`src/hdl/sppc_pkg.sv`:
```
// Shared types, status codes and CRC/bit helpers for the sensor packet parser.
`timescale 1ns / 1ps

package sppc_pkg;

    // Result status codes.
    localparam logic [2:0] ST_OK            = 3'd0;
    localparam logic [2:0] ST_TOO_SHORT     = 3'd1;
    localparam logic [2:0] ST_BAD_VERSION   = 3'd2;
    localparam logic [2:0] ST_UNKNOWN_CHAN  = 3'd3;
    localparam logic [2:0] ST_BAD_FAULTS    = 3'd4;
    localparam logic [2:0] ST_LEN_MISMATCH  = 3'd5;
    localparam logic [2:0] ST_BAD_CRC       = 3'd6;

    // Configuration register indexes (address bit 2 selects the register).
    localparam logic REG_EXPECTED_VERSION = 1'b0;
    localparam logic REG_KNOWN_CHANNELS   = 1'b1;

    localparam logic [15:0] CRC_INIT = 16'hFFFF;
    localparam logic [15:0] CRC_POLY = 16'h1021;
    localparam logic [5:0]  COUNT_MAX = 6'd63;
    localparam logic [5:0]  MIN_PACKET_BYTES = 6'd14;
    localparam logic [6:0]  FRAME_OVERHEAD = 7'd14;

    typedef struct packed {
        logic accept;       // a packet byte is taken this cycle
        logic load_status;  // load the status result into the output register
        logic load_next;    // load the next channel result
        logic restart;      // return the packet state to its idle values
    } sppc_cmd_t;

    typedef struct packed {
        logic more;         // channel results are still to be sent
        logic last;         // the result now in the output register is the last
    } sppc_stat_t;

    // CRC-16/CCITT-FALSE update for one byte, MSB first.
    function automatic logic [15:0] crc_feed(input logic [15:0] crc, input logic [7:0] b);
        logic [15:0] c;
        c = crc ^ {b, 8'h00};
        for (int k = 0; k < 8; k++)
        begin
            if (c[15])
                c = {c[14:0], 1'b0} ^ CRC_POLY;
            else
                c = {c[14:0], 1'b0};
        end
        return c;
    endfunction

    // Bit number of the lowest set bit, zero for an empty mask.
    function automatic logic [3:0] lowest_bit(input logic [15:0] mask);
        logic [3:0] idx;
        idx = 4'd0;
        for (int k = 15; k >= 0; k--)
        begin
            if (mask[k])
                idx = 4'(k);
        end
        return idx;
    endfunction

    function automatic logic [4:0] count_ones(input logic [15:0] mask);
        logic [4:0] n;
        n = 5'd0;
        for (int k = 0; k < 16; k++)
        begin
            n = n + {4'd0, mask[k]};
        end
        return n;
    endfunction

endpackage

```
`src/hdl/sppc_byte_if.sv`:
```
// Request channel that carries packet bytes into the parser.
`timescale 1ns / 1ps

interface sppc_byte_if;
    logic       valid;
    logic       ready;
    logic [7:0] data_byte;
    logic       end_of_packet;

    modport source (output valid, output data_byte, output end_of_packet, input ready);
    modport sink (input valid, input data_byte, input end_of_packet, output ready);
endinterface

```
`src/hdl/sppc_result_if.sv`:
```
// Request channel that carries status and channel results out of the parser.
`timescale 1ns / 1ps

interface sppc_result_if;
    logic        valid;
    logic        ready;
    logic [2:0]  status;
    logic [7:0]  node_id;
    logic [15:0] firmware_rev;
    logic [15:0] seq;
    logic [15:0] battery_level;
    logic [15:0] chan_present;
    logic [15:0] chan_faults;
    logic        is_channel;
    logic [3:0]  channel_index;
    logic [15:0] channel_value;
    logic        last;

    modport source (
        output valid, output status, output node_id, output firmware_rev, output seq,
        output battery_level, output chan_present, output chan_faults, output is_channel,
        output channel_index, output channel_value, output last, input ready
    );
    modport sink (
        input valid, input status, input node_id, input firmware_rev, input seq,
        input battery_level, input chan_present, input chan_faults, input is_channel,
        input channel_index, input channel_value, input last, output ready
    );
endinterface

```
`src/hdl/sppc_ctrl.sv`:
```
// Controller state machine: byte intake, status check and result burst.
`timescale 1ns / 1ps

module sppc_ctrl
    import sppc_pkg::*;
(
    input  logic       clk,
    input  logic       rst_n,
    input  logic       in_valid,
    input  logic       in_eop,
    output logic       in_ready,
    output logic       out_valid,
    input  logic       out_ready,
    output sppc_cmd_t  cmd,
    input  sppc_stat_t stat
);

    localparam logic [1:0] S_RECV  = 2'd0;
    localparam logic [1:0] S_CHECK = 2'd1;
    localparam logic [1:0] S_OUT   = 2'd2;

    logic [1:0] state_reg;
    logic [1:0] state_next;

    assign in_ready  = (state_reg == S_RECV);
    assign out_valid = (state_reg == S_OUT);

    always_comb
    begin
        state_next = state_reg;
        cmd        = '0;
        unique case (state_reg)
            S_RECV:
            begin
                if (in_valid)
                begin
                    cmd.accept = 1'b1;
                    if (in_eop)
                        state_next = S_CHECK;
                end
            end
            S_CHECK:
            begin
                cmd.load_status = 1'b1;
                state_next      = S_OUT;
            end
            S_OUT:
            begin
                if (out_ready)
                begin
                    if (stat.more)
                    begin
                        cmd.load_next = 1'b1;
                    end
                    else
                    begin
                        cmd.restart = 1'b1;
                        state_next  = S_RECV;
                    end
                end
            end
            default:
            begin
                state_next = S_RECV;
            end
        endcase
    end

    always_ff @(posedge clk or negedge rst_n)
    begin
        if (!rst_n)
            state_reg <= S_RECV;
        else
            state_reg <= state_next;
    end

    a_sides_exclusive: assert property (@(posedge clk) disable iff (!rst_n)
        !(in_ready && out_valid))
        else $error("byte intake and result output active together");

    a_eop_to_check: assert property (@(posedge clk) disable iff (!rst_n)
        (in_valid && in_ready && in_eop) |=> (state_reg == S_CHECK))
        else $error("end of packet did not start the check");

    a_check_to_out: assert property (@(posedge clk) disable iff (!rst_n)
        (state_reg == S_CHECK) |=> out_valid)
        else $error("status result not presented after the check");

    a_last_matches_more: assert property (@(posedge clk) disable iff (!rst_n)
        out_valid |-> (stat.last != stat.more))
        else $error("last flag disagrees with pending channel results");

    a_last_ends_burst: assert property (@(posedge clk) disable iff (!rst_n)
        (out_valid && out_ready && stat.last) |=> in_ready)
        else $error("burst did not end after the last result");

endmodule

```
`src/hdl/sppc_dpath.sv`:
```
// Datapath: header capture, CRC, channel store, status check and result register.
`timescale 1ns / 1ps

module sppc_dpath
    import sppc_pkg::*;
#(
    parameter int MAX_CHANNELS = 16
)
(
    input  logic        clk,
    input  logic        rst_n,
    input  logic [7:0]  data_byte,
    input  logic [7:0]  expected_version,
    input  logic [15:0] known_channels,
    input  sppc_cmd_t   cmd,
    output sppc_stat_t  stat,
    output logic [2:0]  status,
    output logic [7:0]  node_id,
    output logic [15:0] firmware_rev,
    output logic [15:0] seq,
    output logic [15:0] battery_level,
    output logic [15:0] chan_present,
    output logic [15:0] chan_faults,
    output logic        is_channel,
    output logic [3:0]  channel_index,
    output logic [15:0] channel_value,
    output logic        last
);

    localparam int IDX_W = (MAX_CHANNELS > 1) ? $clog2(MAX_CHANNELS) : 1;
    localparam logic [15:0] LIMIT_MASK = 16'((33'd1 << MAX_CHANNELS) - 33'd1);

    // Packet state
    logic [5:0]  count_reg,  count_next;
    logic [15:0] crc_reg,    crc_next;
    logic [15:0] held_reg,   held_next;
    logic [7:0]  low_reg,    low_next;
    logic [15:0] remain_reg, remain_next;

    // Header fields
    logic [7:0]  version_reg, version_next;
    logic [7:0]  node_reg,    node_next;
    logic [15:0] fw_reg,      fw_next;
    logic [15:0] seq_reg,     seq_next;
    logic [15:0] batt_reg,    batt_next;
    logic [15:0] chan_reg,    chan_next;
    logic [15:0] fault_reg,   fault_next;

    // Channel store, written once per payload word
    logic [15:0]      store_reg [MAX_CHANNELS];
    logic             store_we;
    logic [IDX_W-1:0] store_waddr;
    logic [3:0]       fill_bit;

    // Result register
    logic [15:0] emit_reg,    emit_next;
    logic [2:0]  o_status_reg, o_status_next;
    logic        o_blank_reg,  o_blank_next;
    logic        o_is_ch_reg,  o_is_ch_next;
    logic [3:0]  o_idx_reg,    o_idx_next;
    logic [15:0] o_value_reg,  o_value_next;
    logic        o_last_reg,   o_last_next;

    // Status check
    logic [4:0]  present;
    logic [6:0]  expected_len;
    logic [15:0] known;
    logic [2:0]  check_status;
    logic [3:0]  emit_bit;

    assign fill_bit = lowest_bit(remain_reg);
    assign emit_bit = lowest_bit(emit_reg);

    always_comb
    begin
        present      = count_ones(chan_reg);
        expected_len = FRAME_OVERHEAD + {1'b0, present, 1'b0};
        known        = known_channels & LIMIT_MASK;
        priority if (count_reg < MIN_PACKET_BYTES)
            check_status = ST_TOO_SHORT;
        else if (version_reg != expected_version)
            check_status = ST_BAD_VERSION;
        else if ((chan_reg & ~known) != 16'd0)
            check_status = ST_UNKNOWN_CHAN;
        else if ((fault_reg & ~chan_reg) != 16'd0)
            check_status = ST_BAD_FAULTS;
        else if ({1'b0, count_reg} != expected_len)
            check_status = ST_LEN_MISMATCH;
        else if (crc_reg != held_reg)
            check_status = ST_BAD_CRC;
        else
            check_status = ST_OK;
    end

    always_comb
    begin
        count_next   = count_reg;
        crc_next     = crc_reg;
        held_next    = held_reg;
        low_next     = low_reg;
        remain_next  = remain_reg;
        version_next = version_reg;
        node_next    = node_reg;
        fw_next      = fw_reg;
        seq_next     = seq_reg;
        batt_next    = batt_reg;
        chan_next    = chan_reg;
        fault_next   = fault_reg;
        store_we     = 1'b0;
        store_waddr  = fill_bit[IDX_W-1:0];

        if (cmd.accept)
        begin
            // The CRC trails the input by two bytes so the trailer stays out of it.
            if (count_reg >= 6'd2)
                crc_next = crc_feed(crc_reg, held_reg[7:0]);
            held_next = {data_byte, held_reg[15:8]};
            if (count_reg != COUNT_MAX)
                count_next = count_reg + 6'd1;

            unique case (count_reg)
                6'd0:  version_next = data_byte;
                6'd1:  node_next    = data_byte;
                6'd2:  fw_next      = {8'd0, data_byte};
                6'd3:  fw_next      = {data_byte, fw_reg[7:0]};
                6'd4:  seq_next     = {8'd0, data_byte};
                6'd5:  seq_next     = {data_byte, seq_reg[7:0]};
                6'd6:  batt_next    = {8'd0, data_byte};
                6'd7:  batt_next    = {data_byte, batt_reg[7:0]};
                6'd8:  chan_next    = {8'd0, data_byte};
                6'd9:  chan_next    = {data_byte, chan_reg[7:0]};
                6'd10: fault_next   = {8'd0, data_byte};
                6'd11:
                begin
                    fault_next  = {data_byte, fault_reg[7:0]};
                    remain_next = chan_reg & LIMIT_MASK;
                end
                default:
                begin
                    // Payload words fill the present channels in ascending order.
                    if (!count_reg[0])
                    begin
                        low_next = data_byte;
                    end
                    else if (remain_reg != 16'd0)
                    begin
                        store_we    = 1'b1;
                        remain_next = remain_reg & (remain_reg - 16'd1);
                    end
                end
            endcase
        end

        if (cmd.restart)
        begin
            count_next = 6'd0;
            crc_next   = CRC_INIT;
            held_next  = 16'd0;
            low_next   = 8'd0;
        end
    end

    always_comb
    begin
        emit_next     = emit_reg;
        o_status_next = o_status_reg;
        o_blank_next  = o_blank_reg;
        o_is_ch_next  = o_is_ch_reg;
        o_idx_next    = o_idx_reg;
        o_value_next  = o_value_reg;
        o_last_next   = o_last_reg;

        if (cmd.load_status)
        begin
            o_status_next = check_status;
            o_blank_next  = (check_status == ST_TOO_SHORT);
            o_is_ch_next  = 1'b0;
            o_idx_next    = 4'd0;
            o_value_next  = 16'd0;
            if (check_status == ST_OK)
            begin
                emit_next   = chan_reg;
                o_last_next = (chan_reg == 16'd0);
            end
            else
            begin
                emit_next   = 16'd0;
                o_last_next = 1'b1;
            end
        end
        else if (cmd.load_next)
        begin
            o_status_next = ST_OK;
            o_blank_next  = 1'b0;
            o_is_ch_next  = 1'b1;
            o_idx_next    = emit_bit;
            o_value_next  = store_reg[emit_bit[IDX_W-1:0]];
            emit_next     = emit_reg & (emit_reg - 16'd1);
            o_last_next   = ((emit_reg & (emit_reg - 16'd1)) == 16'd0);
        end
    end

    always_ff @(posedge clk or negedge rst_n)
    begin
        if (!rst_n)
        begin
            count_reg  <= 6'd0;
            crc_reg    <= CRC_INIT;
            held_reg   <= 16'd0;
            low_reg    <= 8'd0;
            remain_reg <= 16'd0;
            emit_reg   <= 16'd0;
            o_last_reg <= 1'b1;
        end
        else
        begin
            count_reg  <= count_next;
            crc_reg    <= crc_next;
            held_reg   <= held_next;
            low_reg    <= low_next;
            remain_reg <= remain_next;
            emit_reg   <= emit_next;
            o_last_reg <= o_last_next;
        end
    end

    always_ff @(posedge clk)
    begin
        version_reg  <= version_next;
        node_reg     <= node_next;
        fw_reg       <= fw_next;
        seq_reg      <= seq_next;
        batt_reg     <= batt_next;
        chan_reg     <= chan_next;
        fault_reg    <= fault_next;
        o_status_reg <= o_status_next;
        o_blank_reg  <= o_blank_next;
        o_is_ch_reg  <= o_is_ch_next;
        o_idx_reg    <= o_idx_next;
        o_value_reg  <= o_value_next;
        if (store_we)
            store_reg[store_waddr] <= {data_byte, low_reg};
    end

    assign stat.more = (emit_reg != 16'd0);
    assign stat.last = o_last_reg;

    // A too-short packet reports blank header fields.
    assign status        = o_status_reg;
    assign node_id       = o_blank_reg ? 8'd0  : node_reg;
    assign firmware_rev  = o_blank_reg ? 16'd0 : fw_reg;
    assign seq           = o_blank_reg ? 16'd0 : seq_reg;
    assign battery_level = o_blank_reg ? 16'd0 : batt_reg;
    assign chan_present  = o_blank_reg ? 16'd0 : chan_reg;
    assign chan_faults   = o_blank_reg ? 16'd0 : fault_reg;
    assign is_channel    = o_is_ch_reg;
    assign channel_index = o_idx_reg;
    assign channel_value = o_value_reg;
    assign last          = o_last_reg;

endmodule

```
`src/hdl/sensor_packet_parser_crc16_top.sv`:
```
// Top level of the CRC-checked sensor packet parser: config registers and wiring.
//
//  Port   | Kind            | Moves
//  -------+-----------------+------------------------------------------------
//  pkt    | request in      | one packet byte and its end-of-packet flag
//  res    | request out     | status result, then one result per channel on ST_OK
//  apb    | register port   | expected_version (0x0), known_channels (0x4)
//
// Bytes are taken one per cycle while a packet streams in.
// After the end-of-packet byte, the check state runs the checks, then the status
// result and each channel result go out one per cycle while res.ready is high.
// No new byte is taken until the last result of the burst has gone.
// Reset is asynchronous and needs no clearing pass.
`timescale 1ns / 1ps

module sensor_packet_parser_crc16_top
    import sppc_pkg::*;
#(
    parameter int MAX_CHANNELS = 16
)
(
    input  logic          clk,
    input  logic          rst_n,
    input  logic          psel,
    input  logic          penable,
    input  logic          pwrite,
    input  logic [2:0]    paddr,
    input  logic [31:0]   pwdata,
    output logic [31:0]   prdata,
    output logic          pready,
    sppc_byte_if.sink     pkt,
    sppc_result_if.source res
);

    logic [7:0]  version_cfg_reg;
    logic [15:0] known_cfg_reg;
    logic        cfg_write;
    sppc_cmd_t   cmd;
    sppc_stat_t  stat;

    assign pready    = 1'b1;
    assign cfg_write = psel && penable && pwrite;

    always_ff @(posedge clk or negedge rst_n)
    begin
        if (!rst_n)
        begin
            version_cfg_reg <= 8'd1;
            known_cfg_reg   <= 16'hFFFF;
        end
        else if (cfg_write)
        begin
            unique case (paddr[2])
                REG_EXPECTED_VERSION: version_cfg_reg <= pwdata[7:0];
                REG_KNOWN_CHANNELS:   known_cfg_reg   <= pwdata[15:0];
                default:              known_cfg_reg   <= known_cfg_reg;
            endcase
        end
    end

    always_comb
    begin
        unique case (paddr[2])
            REG_EXPECTED_VERSION: prdata = {24'd0, version_cfg_reg};
            REG_KNOWN_CHANNELS:   prdata = {16'd0, known_cfg_reg};
            default:              prdata = 32'd0;
        endcase
    end

    sppc_ctrl u_ctrl (
        .clk       (clk),
        .rst_n     (rst_n),
        .in_valid  (pkt.valid),
        .in_eop    (pkt.end_of_packet),
        .in_ready  (pkt.ready),
        .out_valid (res.valid),
        .out_ready (res.ready),
        .cmd       (cmd),
        .stat      (stat)
    );

    sppc_dpath #(
        .MAX_CHANNELS (MAX_CHANNELS)
    ) u_dpath (
        .clk              (clk),
        .rst_n            (rst_n),
        .data_byte        (pkt.data_byte),
        .expected_version (version_cfg_reg),
        .known_channels   (known_cfg_reg),
        .cmd              (cmd),
        .stat             (stat),
        .status           (res.status),
        .node_id          (res.node_id),
        .firmware_rev     (res.firmware_rev),
        .seq              (res.seq),
        .battery_level    (res.battery_level),
        .chan_present     (res.chan_present),
        .chan_faults      (res.chan_faults),
        .is_channel       (res.is_channel),
        .channel_index    (res.channel_index),
        .channel_value    (res.channel_value),
        .last             (res.last)
    );

endmodule
```
`src/flat_wrapper.sv`:
```
// flat-port wrapper written by rule: the top's interface ports become plain ports
module sensor_packet_parser_crc16_top_flat import sppc_pkg::*;
#(
    parameter int MAX_CHANNELS = 16
)
  (clk, rst_n, psel, penable, pwrite, paddr, pwdata, prdata, pready, pkt_valid, pkt_data_byte, pkt_end_of_packet, pkt_ready, res_valid, res_status, res_node_id, res_firmware_rev, res_seq, res_battery_level, res_chan_present, res_chan_faults, res_is_channel, res_channel_index, res_channel_value, res_last, res_ready);
  sppc_byte_if pkt_i ();
  sppc_result_if res_i ();
  input  logic clk;
  input  logic rst_n;
  input  logic psel;
  input  logic penable;
  input  logic pwrite;
  input  logic [2:0] paddr;
  input  logic [31:0] pwdata;
  output logic [31:0] prdata;
  output logic pready;
  input wire logic [$bits(pkt_i.valid)-1:0] pkt_valid;
  input wire logic [$bits(pkt_i.data_byte)-1:0] pkt_data_byte;
  input wire logic [$bits(pkt_i.end_of_packet)-1:0] pkt_end_of_packet;
  output wire logic [$bits(pkt_i.ready)-1:0] pkt_ready;
  output wire logic [$bits(res_i.valid)-1:0] res_valid;
  output wire logic [$bits(res_i.status)-1:0] res_status;
  output wire logic [$bits(res_i.node_id)-1:0] res_node_id;
  output wire logic [$bits(res_i.firmware_rev)-1:0] res_firmware_rev;
  output wire logic [$bits(res_i.seq)-1:0] res_seq;
  output wire logic [$bits(res_i.battery_level)-1:0] res_battery_level;
  output wire logic [$bits(res_i.chan_present)-1:0] res_chan_present;
  output wire logic [$bits(res_i.chan_faults)-1:0] res_chan_faults;
  output wire logic [$bits(res_i.is_channel)-1:0] res_is_channel;
  output wire logic [$bits(res_i.channel_index)-1:0] res_channel_index;
  output wire logic [$bits(res_i.channel_value)-1:0] res_channel_value;
  output wire logic [$bits(res_i.last)-1:0] res_last;
  input wire logic [$bits(res_i.ready)-1:0] res_ready;
  assign pkt_i.valid = pkt_valid;
  assign pkt_i.data_byte = pkt_data_byte;
  assign pkt_i.end_of_packet = pkt_end_of_packet;
  assign pkt_ready = pkt_i.ready;
  assign res_valid = res_i.valid;
  assign res_status = res_i.status;
  assign res_node_id = res_i.node_id;
  assign res_firmware_rev = res_i.firmware_rev;
  assign res_seq = res_i.seq;
  assign res_battery_level = res_i.battery_level;
  assign res_chan_present = res_i.chan_present;
  assign res_chan_faults = res_i.chan_faults;
  assign res_is_channel = res_i.is_channel;
  assign res_channel_index = res_i.channel_index;
  assign res_channel_value = res_i.channel_value;
  assign res_last = res_i.last;
  assign res_i.ready = res_ready;
  sensor_packet_parser_crc16_top #(.MAX_CHANNELS(MAX_CHANNELS)) u_core (.clk(clk), .rst_n(rst_n), .psel(psel), .penable(penable), .pwrite(pwrite), .paddr(paddr), .pwdata(pwdata), .prdata(prdata), .pready(pready), .pkt(pkt_i), .res(res_i));
endmodule
```
`config.mk`:
```
export PLATFORM = sky130hd
export DESIGN_NAME = sensor_packet_parser_crc16_top_flat
export DESIGN_NICKNAME = d
export VERILOG_FILES = /design/src/hdl/sppc_pkg.sv /design/src/hdl/sppc_byte_if.sv /design/src/hdl/sppc_result_if.sv /design/src/hdl/sppc_ctrl.sv /design/src/hdl/sppc_dpath.sv /design/src/hdl/sensor_packet_parser_crc16_top.sv /design/src/flat_wrapper.sv
export SDC_FILE = /design/constraint.sdc
export NUM_CORES = 1
export LEC_CHECK = 0
export BUFFER_PORTS_ARGS = -buffer_cell sky130_fd_sc_hd__clkbuf_2
export CAP_MARGIN = 10
export CORE_ASPECT_RATIO = 0.75
export CORE_MARGIN = 5
export CORE_UTILIZATION = 30
export DETAILED_ROUTE_END_ITERATION = 10
export PLACE_DENSITY = 0.46
export SLEW_MARGIN = 0
export SYNTH_ARGS = -nofsm -noshare
export SYNTH_HDL_FRONTEND = slang
export SYNTH_SLANG_ARGS = --single-unit
export TNS_END_PERCENT = 5
```
`constraint.sdc`:
```
create_clock -name clk -period 5.3 [get_ports clk]
set_input_delay 0.265 -clock clk [delete_from_list [all_inputs] [get_ports clk]]
set_output_delay 0.265 -clock clk [all_outputs]
set_load 0.05 [all_outputs]
```
==> flow_summary.yaml, run 1 <==
timing:
  finalHoldViolations: 0
  setup_viol: 0
  fin_crit_ps: 5090
  skew_ps: 22.2
  drv_slew: 0
  slew_headroom_pct: 29.5
  fin_crit_sh_pct: 96.1
  fin_ws_ps: 208
  worst_slew_pin_slew_ps: 1050
  max_freq_mhz: 196
grt:
  use_met3_pct: 2.49
  grt_max_degree: 87
  gr-usage-met2_pct: 25.9
  grt_use_met1_pct: 25.1
  grt_pass1_vias: 15121
  grt_busiest_layer: "met2"
  grt_usage_pct: 16.8
  overflow: 0
  grt_pass1_wl_mm: 100
  antenna_found_initial: 3
critical_path:
  crit_chain: "fa_1 > inv_1 > fa_1 > inv_1 > fa_1 > inv_1 > fa_1 > inv_2 > ha_4 > inv_1 > fa_2 > or3b_2 > a2111oi_0 > a211oi_1 > nand2b_1 > nor4_1 > buf_4 > nand2_1 > buf_4 > o21ai_0"
  start_kind: "register"
  cp.arrival_ps: 5560
  worst-setup-path-type: "register to register"
  crit_required_ps: 5770
  slowest_stage: "fa_1"
  crit_fanout: 13
  endpoint_kind: "register"
  path_buf_inv: 7
  cp_top_family: "adder cells"
  reg2reg_depth: 20
  crit_cells: 20
  slowest_delay_ps: 550
pwr:
  peakVddDrop_uv: 455
  pwr-share-seq_pct: 34.9
  swShare_pct: 42.0
  intPower_w: 0.00896
  leakagePower_nw: 9.53
  power_w: 0.0154
  power.density_nw_per_um2: 594
  comb_power_share_pct: 41.5
  clkPwrFrac_pct: 23.6
  power.switching_w: 0.00649
synthesis:
  synth_ff_type: "edfxtp_1"
  netlist_area_sq_um: 22000
  syn_inst: 1816
  ys_ff_latch: 482
  synth_cell_types: 78
  yosys_warnings: 0
  synth_edf_count: 356
  avgSynthCellArea_sq_um: 12.1
  yosysSeqAreaShare_pct: 62.6
  async_reset_ff_share_pct: 21.8
drt:
  detail_route.wl_per_cell_um: 22.5
  first_pass_iters: 7
  drtIter0Drc: 1058
  drc: 0
  ant_nets: 0
  dr_total_vias: 15076
  vias_per_cell: 5.01
  drt-total-wl_mm: 67.7
worst_hold_path:
  whs_path_depth: 3
  hold_class: "input pin to register"
run_status:
  status: "completed"
cells_and_area:
  syn_to_final_growth_pct: 18.1
  largest_reg_flops: 256
  nFillCells: 7095
  diodes: 0
  final_cells: 3007
  final_core_util_pct: 35.6
  most-common-layout-cells: "edfxtp_1 (356), nand2_1 (203), clkbuf_2 (162)"
  mostFrequentLayoutCell: "edfxtp_1"
  fin_nets: 2068
  drive_gt1_share_pct: 20.5
floorplan:
  fp-row-count: 86
  die-area_sq_um: 78900
  initial_core_util_pct: 30.1
  die_w_um: 323
  fp.dieH_um: 245
  core_sq_um: 73100
  ios: 199
place:
  place_ws_ps: 63.4
  gp_congestion: 0.810
  dp_hpwl_mm: 43.7
  io_buffers: 163
  dpl.cell_count: 2888
clock_tree:
  cts_tree: "done"
  clock_latency_ps: 600
  cts_buffer_depth: 3
  root_buffer: "clkbuf_16"
  clk_pin_slew_ps: 60
  clock-sinks: 482
  h-tree-depth: 2
  cts_buffers: 51
job:
  max-cap-violations: 0
==> repair_timing <==
item                                    in CTS  in global routing
gates resized for setup                      0                 14
hold endpoints to repair                    59                  0
buffers inserted                             0                  2
endpoints found under the setup margin       0                 20
hold buffers                                19                  0
==> cell type report <==
cell class / count / area [sq um] / area share (%)
Clock buffer: 67 / 1390 / 5.34
Clock inverter: 29 / 319 / 1.23
Inverter: 40 / 150 / 0.578
Multi-Input combinational cell: 1183 / 7680 / 29.6
Sequential cell: 482 / 13800 / 53.0
Tap cell: 968 / 1210 / 4.66
Timing Repair Buffer: 238 / 1460 / 5.61
==> power by group through the flow <==
| stage | Sequential [W] | Combinational (W) | Clock [W] |
|---|---|---|---|
| floorplan | 0.00548 | 0.00435 | 0 |
| global placement | 0.00545 | 0.00625 | 0 |
| detailed placement | 0.00547 | 0.00630 | 0 |
| CTS | 0.00539 | 0.00634 | 0.00376 |
| global route | 0.00547 | 0.00695 | 0.00392 |
| finish | 0.00539 | 0.00640 | 0.00365 |
==> synth_stat cells, drive strengths merged, types with 4 or more instances <==
cell type / count / area, sq um
nand3: 68 / 340
o22ai: 19 / 119
inv: 40 / 150
a2111oi: 6 / 52.6
o221ai: 16 / 140
and2: 68 / 425
o2111a: 5 / 56.3
buf: 47 / 272
or4: 5 / 45.0
mux2: 38 / 428
a21oi: 82 / 414
ha: 11 / 138
nor2b: 112 / 701
o32ai: 4 / 35.0
nand2: 204 / 768
o2111ai: 20 / 175
nand4: 18 / 113
o21ai: 59 / 295
a22o: 11 / 96.3
nor3b: 4 / 41.3
a31oi: 23 / 150
nor2: 90 / 348
xor2: 23 / 201
clkbuf: 79 / 298
edfxtp: 356 / 10700
fa: 10 / 200
nand2b: 21 / 131
dfrtp: 71 / 1780
or3: 5 / 36.3
dfxtp: 21 / 420
a211oi: 4 / 35.0
nor3: 26 / 130
xnor2: 38 / 333
and3: 20 / 128
dfstp: 34 / 893
nor4: 28 / 265
or2: 6 / 37.5
a21o: 13 / 97.6
mux2i: 52 / 521
o211ai: 17 / 128
o21a: 4 / 30.0
a311oi: 6 / 52.6
==> worst reg2reg max path: cells and delay by family (launching register included) <==
kind,cells,cell delay (ps)
adders and majority gates,6,2490
DFF,1,420
and+or+nand+nor,4,720
buffers and inverters,7,640
AOI/OAI and AO/OA,3,700
==> metal layers <==
layer / vias to the layer above / share of wire (%)
met5: - / 0.025
met4: 4 / 1.9
met3: 91 / 4.7
met2: 360 / 45
met1: 7666 / 48
li1: 6955 / -
==> logic make-up after synthesis <==
family	after synthesis	share of synthesized area, %
muxes	91	4.41
buffers and inverters	166	3.27
AOI/OAI and AO/OA	308	9.28
xor gates and xnor gates	62	2.53
adders and majority gates	23	1.63
other	2	0.0341
DFF	482	62.6
and+or+nand+nor	682	16.2
==> stage by stage <==
step	hold slack, ps	TNS [ps]	area, sq um
floorplan	-30.6	0	22100
global placement	438	0	24000
detailed placement	442	0	24000
CTS	22.3	0	25900
global route	62.9	-9.67	26000
finish	63.8	0	26000
==> path summary, 6_finish.rpt <==
path                                                    to                   startpoint  slack, ps
setup / recovery                u_core.u_dpath.emit_reg[9]  u_core.u_dpath.chan_reg[15]        210
hold / removal             u_core.u_dpath.channel_index[2]                    res_ready         60
setup reg to reg                u_core.u_dpath.emit_reg[9]  u_core.u_dpath.chan_reg[15]        210
hold reg to reg                  u_core.u_dpath.is_channel    u_core.u_dpath.is_channel        450
max in group asynchronous      u_core.u_dpath.emit_reg[14]                        rst_n       3810
min in group asynchronous       u_core.u_dpath.held_reg[7]                        rst_n        330
(Power assumes the default switching activity.)
==> run 2: changes to the inputs <==
==> constraint.sdc (replaced) <==
create_clock -name clk -period 4.65 [get_ports clk]
set_input_delay 0.2325 -clock clk [delete_from_list [all_inputs] [get_ports clk]]
set_output_delay 0.2325 -clock clk [all_outputs]
set_load 0.05 [all_outputs]
==> run 2 against run 1 <==
Net effect:
- the flow now finishes with violations (setup timing)
- sequential share of layout area down 0.41 points
- first-iteration DRC count is 30% higher
- worst setup slack worse by 480 ps
- clock skew fell by 3.8 ps
- wire length increased by 1.6%
- utilization increased by 0.28 points
- combinational power increased by 20%
- critical endpoint is now u_core.u_dpath.status[2]
- largest cell class unchanged
==> flow_summary.yaml, run 2 (synthesized netlist as in run 1, its figures left out) <==
clock_tree:
  clk_pin_slew_ps: 60
  clock_latency_ps: 610
  cts_buffers: 51
  cts_tree: "done"
  clock-sinks: 482
  root_buffer: "clkbuf_16"
  cts_buffer_depth: 3
  h-tree-depth: 2
cells_and_area:
  mostFrequentLayoutCell: "edfxtp_1"
  final_core_util_pct: 35.8
  most-common-layout-cells: "edfxtp_1 (356), nand2_1 (202), clkbuf_2 (163)"
  finalInstanceArea_sq_um: 26200
  largest_reg_flops: 256
  drive_gt1_share_pct: 21.8
  fin_nets: 2086
  syn_to_final_growth_pct: 19.0
pwr:
  power.density_nw_per_um2: 678
  power_w: 0.0178
  leakagePower_nw: 9.63
  peakVddDrop_uv: 379
critical_path:
  slowest_stage: "fa_1"
  rrSetupSlack_ps: -280
  crit_chain: "fa_1 > inv_2 > fa_1 > inv_2 > fa_1 > inv_1 > fa_1 > inv_2 > ha_4 > inv_2 > fa_2 > ha_4 > nand2_1 > maj3_2 > nor2_2 > a211oi_2 > xnor2_1 > buf_4 > and3_2 > nor2b_1"
  endpoint_kind: "register"
  worst-setup-path-type: "register to register"
  cp.arrival_ps: 5280
  slowest_delay_ps: 570
  crit_fanout: 4
  start_kind: "register"
  crit_required_ps: 5000
timing:
  slew_headroom_pct: 19.9
  skew_ps: 18.4
  max_freq_mhz: 203
  rsz0062_at_grt: "true"
  worst_slew_pin_slew_ps: 1190
  fin_crit_ps: 4930
  finalHoldViolations: 0
  fin_crit_sh_pct: 106
  drv_slew: 0
  setup_viol: 20
  hold_ws_ps: 51.6
  setup_tns_ps: -4280
  fin_ws_ps: -276
floorplan:
  die_w_um: 323
  initial_core_util_pct: 30.1
  fp.dieH_um: 245
  fp-row-count: 86
  die-area_sq_um: 78900
  core_sq_um: 73100
  ios: 199
job:
  max-cap-violations: 0
drt:
  first_pass_iters: 5
  drt-total-wl_mm: 68.8
  vias_per_cell: 5.02
  ant_nets: 0
  dr_total_vias: 15192
  detail_route.wl_per_cell_um: 22.7
  drtIter0Drc: 1371
  drc: 0
grt:
  overflow: 0
  antenna_found_initial: 3
  grt_pass1_wl_mm: 103
  grt_pass1_vias: 15207
  grt_max_degree: 89
  grt_usage_pct: 17.2
place:
  dp_hpwl_mm: 43.7
  io_buffers: 163
  gp_congestion: 0.796
  place_area_sq_um: 24200
run_status:
  status: "finished with violations"
  violations: "setup timing"
worst_hold_path:
  hold_class: "input pin to register"
-- run 2: critical path, delay by kind of cell, from the launching register on --
| family | cells | cell delay [ps] |
|---|---|---|
| fa+ha+maj | 8 | 3180 |
| buf+inv | 6 | 410 |
| flops | 1 | 410 |
| simple gates | 4 | 400 |
| xor+xnor | 1 | 220 |
| compound gates | 1 | 60 |
-- run 2: metal layers --
layer	vias to the layer above	GRT usage [%]	wire length [um]
met5	-	0	0
met4	0	3.46	1030
met3	71	2.76	3290
met2	370	27.0	31400
met1	7756	25.4	33000
li1	6995	-	-
-- run 2: path summary, 6_finish.rpt --
check | startpoint | to | cells past startpoint
setup / recovery | u_core.u_dpath.chan_reg[15] | u_core.u_dpath.status[2] | 20
hold / removal | pkt_valid | u_core.u_ctrl.state_reg[0] | 2
setup reg to reg | u_core.u_dpath.chan_reg[15] | u_core.u_dpath.status[2] | 20
hold reg to reg | u_core.u_dpath.is_channel | u_core.u_dpath.is_channel | 2
max in group asynchronous | rst_n | u_core.u_ctrl.state_reg[1] | 3
min in group asynchronous | rst_n | u_core.u_dpath.held_reg[15] | 2
-- run 2: what timing repair did --
| item | CTS | global route |
|---|---|---|
| hold buffers | 19 | 0 |
| hold endpoints to repair | 59 | 0 |
| pin swaps | 6 | 6 |
| endpoints found under the setup margin | 20 | 20 |
| resized for setup | 16 | 15 |
| setup buffers | 0 | 0 |
-- run 2: power breakdown --
group | switching, W | total [W] | internal, W
clock | 0.00176 | 0.00403 | 0.00226
sequential | 0.000630 | 0.00609 | 0.00546
combinational | 0.00511 | 0.00765 | 0.00254
total | 0.00750 | 0.0178 | 0.0103
-- run 2: stage by stage --
step	cells	worst slack, ps
after floorplan	1831	-313
after global placement	2907	-406
after detailed placement	2907	-509
after CTS	3022	-284
after global routing	3025	-521
final	3027	-276
-- run 2: cell type report --
| type | instances | area [sq um] |
|---|---|---|
| fill | 7120 | 46900 |
| clock buffer | 69 | 1380 |
| tap | 968 | 1210 |
| sequential | 482 | 13800 |
| multi-input combinational | 1183 | 7780 |
| antenna | 2 | 5.00 |
| timing repair buffer | 256 | 1630 |
| clock inverter | 27 | 241 |
| inverter | 40 | 150 |
